[config.mk]
export PLATFORM = sky130hd
export DESIGN_NAME = sine_ripple_warp_address_top
export DESIGN_NICKNAME = d
export VERILOG_FILES = /design/src/srw_pkg.sv /design/src/srw_mod.sv /design/src/sine_ripple_warp_address_top.sv
export SDC_FILE = /design/constraint.sdc
export NUM_CORES = 1
export LEC_CHECK = 0
export BUFFER_PORTS_ARGS = -buffer_cell sky130_fd_sc_hd__buf_4
export CAP_MARGIN = 20
export CELL_PAD_IN_SITES_DETAIL_PLACEMENT = 0
export CELL_PAD_IN_SITES_GLOBAL_PLACEMENT = 2
export CORE_MARGIN = 4
export CORE_UTILIZATION = 23
export DETAILED_ROUTE_END_ITERATION = 6
export PLACE_DENSITY_LB_ADDON = 0.05
export SYNTH_ARGS = -nofsm -noshare
export SYNTH_HDL_FRONTEND = slang
export SYNTH_SLANG_ARGS = --single-unit
[constraint.sdc]
create_clock -name clk -period 6.8 [get_ports clk]
set_input_delay 1.7 -clock clk [delete_from_list [all_inputs] [get_ports clk]]
set_output_delay 1.7 -clock clk [all_outputs]
set_load 0.05 [all_outputs]
[src/srw_pkg.sv]
// shared types, constants and helper functions of the sine ripple warp address generator
package srw_pkg;

  localparam int COORD_W   = 10;
  localparam int SPAN_W    = 11;
  localparam int TICK_W    = 31;
  localparam int INDEX_W   = 20;
  localparam int CFG_IDX_W = 2;
  localparam int CFG_DATA_W = TICK_W;

  localparam int MAX_DIM      = 1024;
  localparam int SINE_ENTRIES = 8192;
  localparam int PHASE_W      = $clog2(SINE_ENTRIES);
  localparam int SWIRL_A      = SINE_ENTRIES / 64;
  localparam int SWIRL_B      = SINE_ENTRIES / 32;
  localparam int SWIRL_A_SHIFT = $clog2(SWIRL_A);
  localparam int SWIRL_B_SHIFT = $clog2(SWIRL_B);

  localparam int SPEED      = 40;
  localparam int SPEED_XA   = SPEED * 5;
  localparam int SPEED_XB   = SPEED * 4;
  localparam int SPEED_YA   = SPEED * 3;
  localparam int SPEED_YB   = SPEED * 4;
  localparam int OFFSET_XA  = 900;
  localparam int OFFSET_XB  = 300;
  localparam int OFFSET_YA  = 700;
  localparam int OFFSET_YB  = 1200;
  localparam int BASE_SHIFT = 128;

  // sum of coordinate, base shift and two terms stays within 124..1153
  localparam int SUM_W   = 11;
  localparam int SUM_MIN = BASE_SHIFT - 4;
  localparam int SUM_MAX = (1 << COORD_W) - 1 + BASE_SHIFT + 2;

  // first quarter index whose table entry reaches one half
  localparam int RIPPLE_LO = 683;
  localparam int RIPPLE_HI = SINE_ENTRIES / 2 - 1 - RIPPLE_LO;

  localparam int SPAN_RESET = 64;
  localparam int TICK_RESET = 0;

  typedef enum logic [CFG_IDX_W-1:0] {
    REG_WIDTH_SPAN  = 2'd0,
    REG_HEIGHT_SPAN = 2'd1,
    REG_TIME_TICK   = 2'd2
  } cfg_reg_t;

  typedef struct packed {
    logic [COORD_W-1:0] dest_x;
    logic [COORD_W-1:0] dest_y;
  } coord_t;

  typedef struct packed {
    logic [COORD_W-1:0] src_x;
    logic [COORD_W-1:0] src_y;
    logic [INDEX_W-1:0] src_index;
  } result_t;

  // floor(2 * sine / 65536) of the 16.16 table, as an SUM_W-bit two's complement value
  function automatic logic [SUM_W-1:0] sine_term(input logic [PHASE_W-1:0] phase);
    logic [PHASE_W-2:0] half_pos;
    logic big;
    logic [SUM_W-1:0] term;
    half_pos = phase[PHASE_W-2:0];
    big = (half_pos >= (PHASE_W-1)'(RIPPLE_LO)) && (half_pos <= (PHASE_W-1)'(RIPPLE_HI));
    case ({phase[PHASE_W-1], big})
      2'b00:   term = SUM_W'(0);
      2'b01:   term = SUM_W'(1);
      2'b10:   term = {SUM_W{1'b1}};
      2'b11:   term = {{(SUM_W-1){1'b1}}, 1'b0};
      default: term = SUM_W'(0);
    endcase
    return term;
  endfunction

  function automatic logic [SPAN_W-1:0] clamp_span(input logic [SPAN_W-1:0] span);
    logic [SPAN_W-1:0] eff;
    if (span == '0) begin
      eff = SPAN_W'(1);
    end else if (span > SPAN_W'(MAX_DIM)) begin
      eff = SPAN_W'(MAX_DIM);
    end else begin
      eff = span;
    end
    return eff;
  endfunction

endpackage

[src/srw_mod.sv]
// pipelined remainder unit, one restoring compare and subtract step per stage
module srw_mod (
  input  logic                           clk,
  input  logic [srw_pkg::SUM_W-1:0]      value,
  input  logic [srw_pkg::SPAN_W-1:0]     span,
  output logic [srw_pkg::COORD_W-1:0]    rem
);

  localparam int STEPS = srw_pkg::SUM_W;
  localparam int CMP_W = srw_pkg::SUM_W + srw_pkg::SPAN_W;

  logic [srw_pkg::SUM_W-1:0] stage_in [STEPS];
  logic [srw_pkg::SUM_W-1:0] stage_q  [STEPS];

  assign stage_in[0] = value;

  for (genvar s = 0; s < STEPS; s++) begin : g_step
    logic [CMP_W-1:0] divisor;
    assign divisor = CMP_W'(span) << (STEPS - 1 - s);

    if (s > 0) begin : g_link
      assign stage_in[s] = stage_q[s-1];
    end

    always_ff @(posedge clk) begin
      if (CMP_W'(stage_in[s]) >= divisor) begin
        stage_q[s] <= stage_in[s] - srw_pkg::SUM_W'(divisor);
      end else begin
        stage_q[s] <= stage_in[s];
      end
    end
  end

  // remainder is below span, which is at most MAX_DIM
  assign rem = srw_pkg::COORD_W'(stage_q[STEPS-1]);

endmodule

[src/sine_ripple_warp_address_top.sv]
// top level of the sine ripple warp address generator
//
//  channel   ports                               transaction when
//  input     start, busy, coord                  start high and busy low at the clock edge
//  result    done, result                        done high, held for that one cycle
//  config    cfg_write, cfg_index, cfg_data      cfg_write high at the clock edge
//
// one coordinate per cycle
// pipeline: input, phase and sum stages, 11 remainder stages, multiply and output stages
// rst clears the valid chain and loads spans of 64 and a tick of 0, no clearing pass
// busy stays low; the receiver takes every result, nothing stalls
module sine_ripple_warp_address_top (
  input  logic                               clk,
  input  logic                               rst,
  input  logic                               start,
  output logic                               busy,
  input  srw_pkg::coord_t                    coord,
  output logic                               done,
  output srw_pkg::result_t                   result,
  input  logic                               cfg_write,
  input  logic [srw_pkg::CFG_IDX_W-1:0]      cfg_index,
  input  logic [srw_pkg::CFG_DATA_W-1:0]     cfg_data
);

  localparam int LATENCY = 5 + srw_pkg::SUM_W;
  localparam int PROD_W  = srw_pkg::COORD_W + srw_pkg::SPAN_W;

  logic [srw_pkg::SPAN_W-1:0]  width_span;
  logic [srw_pkg::SPAN_W-1:0]  height_span;
  logic [srw_pkg::TICK_W-1:0]  time_tick;
  logic [srw_pkg::SPAN_W-1:0]  w_eff;
  logic [srw_pkg::SPAN_W-1:0]  h_eff;
  logic [srw_pkg::PHASE_W-1:0] tick_phase;
  logic [srw_pkg::PHASE_W-1:0] off_xa, off_xb, off_ya, off_yb;

  logic [LATENCY-1:0]          vld;
  logic                        accept;

  logic [srw_pkg::COORD_W-1:0] x1, y1, x2, y2;
  logic [srw_pkg::PHASE_W-1:0] ph_xa, ph_xb, ph_ya, ph_yb;
  logic [srw_pkg::SUM_W-1:0]   sx, sy;
  logic [srw_pkg::COORD_W-1:0] mod_x, mod_y;
  logic [srw_pkg::COORD_W-1:0] mx, my;
  logic [PROD_W-1:0]           prod;

  assign busy   = 1'b0;
  assign accept = start & ~busy;

  always_ff @(posedge clk) begin
    if (rst) begin
      width_span  <= srw_pkg::SPAN_W'(srw_pkg::SPAN_RESET);
      height_span <= srw_pkg::SPAN_W'(srw_pkg::SPAN_RESET);
      time_tick   <= srw_pkg::TICK_W'(srw_pkg::TICK_RESET);
    end else if (cfg_write) begin
      unique case (cfg_index)
        srw_pkg::REG_WIDTH_SPAN:  width_span  <= cfg_data[srw_pkg::SPAN_W-1:0];
        srw_pkg::REG_HEIGHT_SPAN: height_span <= cfg_data[srw_pkg::SPAN_W-1:0];
        srw_pkg::REG_TIME_TICK:   time_tick   <= cfg_data[srw_pkg::TICK_W-1:0];
        default: ;
      endcase
    end
  end

  // only the tick modulo the table size reaches the phases
  assign tick_phase = time_tick[srw_pkg::PHASE_W-1:0];

  always_ff @(posedge clk) begin
    w_eff  <= srw_pkg::clamp_span(width_span);
    h_eff  <= srw_pkg::clamp_span(height_span);
    off_xa <= tick_phase * srw_pkg::PHASE_W'(srw_pkg::SPEED_XA)
              + srw_pkg::PHASE_W'(srw_pkg::OFFSET_XA);
    off_xb <= tick_phase * srw_pkg::PHASE_W'(srw_pkg::SPEED_XB)
              + srw_pkg::PHASE_W'(srw_pkg::OFFSET_XB);
    off_ya <= tick_phase * srw_pkg::PHASE_W'(srw_pkg::SPEED_YA)
              + srw_pkg::PHASE_W'(srw_pkg::OFFSET_YA);
    off_yb <= tick_phase * srw_pkg::PHASE_W'(srw_pkg::SPEED_YB)
              + srw_pkg::PHASE_W'(srw_pkg::OFFSET_YB);
  end

  always_ff @(posedge clk) begin
    if (rst) begin
      vld <= '0;
    end else begin
      vld <= {vld[LATENCY-2:0], accept};
    end
  end

  // input stage
  always_ff @(posedge clk) begin
    x1 <= coord.dest_x;
    y1 <= coord.dest_y;
  end

  // phase stage
  always_ff @(posedge clk) begin
    x2    <= x1;
    y2    <= y1;
    ph_xa <= (srw_pkg::PHASE_W'(y1) << srw_pkg::SWIRL_A_SHIFT) + off_xa;
    ph_xb <= (srw_pkg::PHASE_W'(x1) << srw_pkg::SWIRL_B_SHIFT) + off_xb;
    ph_ya <= (srw_pkg::PHASE_W'(x1) << srw_pkg::SWIRL_A_SHIFT) + off_ya;
    ph_yb <= (srw_pkg::PHASE_W'(y1) << srw_pkg::SWIRL_B_SHIFT) + off_yb;
  end

  // ripple sum stage
  always_ff @(posedge clk) begin
    sx <= srw_pkg::SUM_W'(x2) + srw_pkg::SUM_W'(srw_pkg::BASE_SHIFT)
          + srw_pkg::sine_term(ph_xa) + srw_pkg::sine_term(ph_xb);
    sy <= srw_pkg::SUM_W'(y2) + srw_pkg::SUM_W'(srw_pkg::BASE_SHIFT)
          + srw_pkg::sine_term(ph_ya) + srw_pkg::sine_term(ph_yb);
  end

  srw_mod u_mod_x (
    .clk   (clk),
    .value (sx),
    .span  (w_eff),
    .rem   (mod_x)
  );

  srw_mod u_mod_y (
    .clk   (clk),
    .value (sy),
    .span  (h_eff),
    .rem   (mod_y)
  );

  // row offset stage
  always_ff @(posedge clk) begin
    mx   <= mod_x;
    my   <= mod_y;
    prod <= PROD_W'(mod_y) * PROD_W'(w_eff);
  end

  // output stage
  always_ff @(posedge clk) begin
    result.src_x     <= mx;
    result.src_y     <= my;
    result.src_index <= srw_pkg::INDEX_W'(prod + PROD_W'(mx));
  end

  assign done = vld[LATENCY-1];

`ifndef NO_ASSERTIONS
  a_done_follows_accept: assert property (@(posedge clk) disable iff (rst)
    done == $past(accept, LATENCY))
    else $error("result strobe does not match accepted transaction");

  a_sum_x_range: assert property (@(posedge clk) disable iff (rst)
    vld[2] |-> (sx >= srw_pkg::SUM_W'(srw_pkg::SUM_MIN)
                && sx <= srw_pkg::SUM_W'(srw_pkg::SUM_MAX)))
    else $error("x ripple sum out of range");

  a_sum_y_range: assert property (@(posedge clk) disable iff (rst)
    vld[2] |-> (sy >= srw_pkg::SUM_W'(srw_pkg::SUM_MIN)
                && sy <= srw_pkg::SUM_W'(srw_pkg::SUM_MAX)))
    else $error("y ripple sum out of range");
`endif

endmodule

==> impl_metrics.env <==
export IMPL_status="completed"
export IMPL_grt_start_max_net_pins=49
export IMPL_r2r_end="prod[18]"
export IMPL_grt_ovfl_total=0
export IMPL_period_needed_ps=5580
export IMPL_worst_setup_path_start_kind="flop"
export IMPL_relSlewSlack=0.438
export IMPL_cp_cell_sequence="nand2_1, fa_1, inv_1, fa_1, inv_1, fa_1, inv_1, fa_1, inv_1, fa_1, inv_1, ha_1, and4_1, a21oi_1, o221ai_1, a31oi_1, o21bai_1, a21oi_1, xnor2_1"
export IMPL_clock_sink_count=518
export IMPL_clkPwrFrac=0.235
export IMPL_pin_count=99
export IMPL_synth_edf_count=0
export IMPL_setup_violations_final=0
export IMPL_final_antenna_net_count=0
export IMPL_crit_buf_inv=5
export IMPL_tns_ps=0
export IMPL_rr_startpoint="w_eff[7]"
export IMPL_port_buffers=77
export IMPL_gp_congestion=0.723
export IMPL_wirelength_um=67700
export IMPL_synth_fp_nets=2944
export IMPL_syn_area_per_cell_um2=10.6
export IMPL_cts_max_path_buffers=3
export IMPL_cts_resized=0
export IMPL_synthArstFlopShare=0
export IMPL_root_buffer="clkbuf_16"
export IMPL_finalClockSkew_ps=25.0
export IMPL_path_max_fanout=12
export IMPL_rsz0062_at_grt="no"
export IMPL_fp_row_count=123
export IMPL_post_cts_buffers=0
export IMPL_clk_pin_slew_ps=50
export IMPL_synth_cell_types=72
export IMPL_critPathSlowestCell="dfxtp_1"
export IMPL_grt_pass1_vias=18293
export IMPL_fin_crit_sh=0.821
export IMPL_p_leak_nw=14.0
export IMPL_dr_pass1_iters=4
export IMPL_cp_required_ps=7330
export IMPL_yosysWarnings=0
export IMPL_grtUsageTotal=0.117
export IMPL_coreArea_um2=113000
export IMPL_switching_power_mw=6.16
export IMPL_htreeDepth=3
export IMPL_syn_to_final_growth_pct=18.4
export IMPL_crit_family="adder cells"
export IMPL_drc_errors=0
export IMPL_seq_area_frac_synth=0.397
export IMPL_holdBufCountCts=0
export IMPL_fmax_mhz=179
export IMPL_dp_hpwl_um=51200
export IMPL_worstSetupPathType="flop to flop"
export IMPL_dieArea_um2=119000
export IMPL_antenna_found_initial=6
export IMPL_swShare=0.383
export IMPL_reg2reg_depth=19
export IMPL_cts_tree="done"
export IMPL_hold_class="flop to flop"
export IMPL_cp_data_arrival_time_ps=6120
export IMPL_drv_cap=0
export IMPL_wl_per_cell_um=16.4
export IMPL_dieHeight_um=345
export IMPL_grt_first_pass_wirelength_um=107000
export IMPL_crit_path_end_kind="flop"
export IMPL_cts_buffers=68
export IMPL_layout_drive_gt1_share=0.118
export IMPL_fin_hold_ws_ps=324
export IMPL_cellPowerDensity_nw_per_um2=521
export IMPL_pwr_share_seq=0.318
export IMPL_syn_inst=2467
export IMPL_viasPerCell=4.03
export IMPL_via_count=16701
export IMPL_synth_ff_type="dfxtp_1"
export IMPL_power_frac_comb=0.447
export IMPL_clk_latency_ps=620
export IMPL_nNetsFinal=3065
export IMPL_cpPeakStageDelay_ps=850
export IMPL_start_util=0.232
export IMPL_tightest_slew_ps=840
export IMPL_drt_initial_drc_count=521
export IMPL_ys_seq_elements=518
export IMPL_die_width_um=345
export IMPL_hp_start="y1[7]"
export IMPL_timing_final_max_slew_violations=0
export IMPL_r2r_setup_slack_ps=1220
export IMPL_peakVddDrop_mv=0.330
export IMPL_mappedNetlistArea_um2=26100
export IMPL_hold_end="y2[7]"
export IMPL_hold_depth=0
export IMPL_hold_violations=0
export IMPL_p_int_mw=9.94
per-layer routing:
layer  vias up  wire (µm)  share of wire  global-route usage
met1      7892      32700           0.48               0.155
li1       8514          -              -                   -
met3       105       2430          0.036              0.0252
met4         8       1720          0.025              0.0339
met5         -         49        0.00072                   0
met2       182      30800           0.46               0.193
cells by family after synthesis:
logic type / Yosys count / synth area share
adder cells (fa/ha/maj): 420 / 0.239
flip-flops: 518 / 0.397
other: 1 / 0.000144
XOR/XNOR: 200 / 0.0671
AND/OR/NAND/NOR: 504 / 0.101
buffers and inverters: 318 / 0.0460
multiplexers: 147 / 0.0604
AO/OA/AOI/OAI: 359 / 0.0894
cell type report:
type	count	area [µm²]
fill	11844	81700
multi-input combinational	1631	14500
antenna	2	5.00
inverter	281	1050
clock inverter	29	378
clock buffer	94	2010
tap	1500	1880
timing repair buffer	88	664
sequential	518	10400
cell usage after synthesis (27+ instances only):
master    number  area [µm²]
a21o_1        52         390
nor2_1       117         439
ha_1         288        3600
clkbuf_1      30         113
dfxtp_1      518       10400
nand2_1      102         383
o21ai_0       62         310
xnor2_1      148        1300
and2_1        71         444
nor3_1        27         135
nor2b_1       69         432
fa_1         132        2640
mux2i_1       69         691
inv_1        281        1050
mux2_2        76         856
a21oi_1      125         626
xor2_1        52         455
power by group through the flow:
stage / sequential [mW] / combinational (mW) / clock [mW]
CTS: 5.18 / 7.40 / 3.97
finish: 5.12 / 7.20 / 3.78
global placement: 5.24 / 7.40 / 0
floorplan: 5.18 / 5.26 / 0
detailed placement: 5.24 / 7.33 / 0
global route: 5.30 / 8.24 / 4.07
sequential cells by signal, indices dropped and copies added, names as in the netlist, 8 cells and up:
name,cells
u_mod_x.stage_q,120
u_mod_y.stage_q,120
result,40
prod,20
vld,16
h_eff,11
height_span,11
sx,11
sy,11
w_eff,11
width_span,11
mx,10
my,10
off_xa,10
ph_xa,10
time_tick,10
x1,10
x2,10
y1,10
y2,10
off_ya,9
ph_ya,9
off_xb,8
ph_xb,8
layout by cell type (no fill, tap or decap), drive strengths merged, types with 6 or more instances in the layout:
cell	n
a211o	6
a211oi	14
a21boi	8
a21o	52
a21oi	130
and2	71
and3	7
buf	88
bufinv	7
clkbuf	94
clkinv	14
dfxtp	518
fa	132
ha	288
inv	287
mux2	78
mux2i	69
nand2	103
nand2b	20
nand3	20
nand4	15
nor2	118
nor2b	69
nor3	27
nor4	21
o21a	16
o21ai	67
o21bai	23
or4	6
xnor2	148
xor2	52
worst max path at each step:
stage	from	endpoint	slack [ps]	depth (start not counted)
finish	w_eff[7]	prod[18]	1220	19
global route	w_eff[7]	prod[18]	800	19
CTS	w_eff[7]	prod[18]	1100	17
detailed placement	w_eff[7]	prod[18]	1120	17
global placement	w_eff[7]	prod[18]	1160	17
floorplan	w_eff[1]	prod[18]	1470	18
per-stage QoR:
stage	cells	power, mW	utilization	setup slack [ps]	area (µm²)
floorplan	2467	10.4	-	1470	26100
global placement	4017	12.6	0.253	1160	28500
detailed placement	4018	12.6	0.253	1120	28500
CTS	4141	16.6	0.274	1100	30900
global route	4141	17.6	0.274	804	30900
finish	4143	16.1	0.274	1220	30900
(Power assumes the default switching activity.)
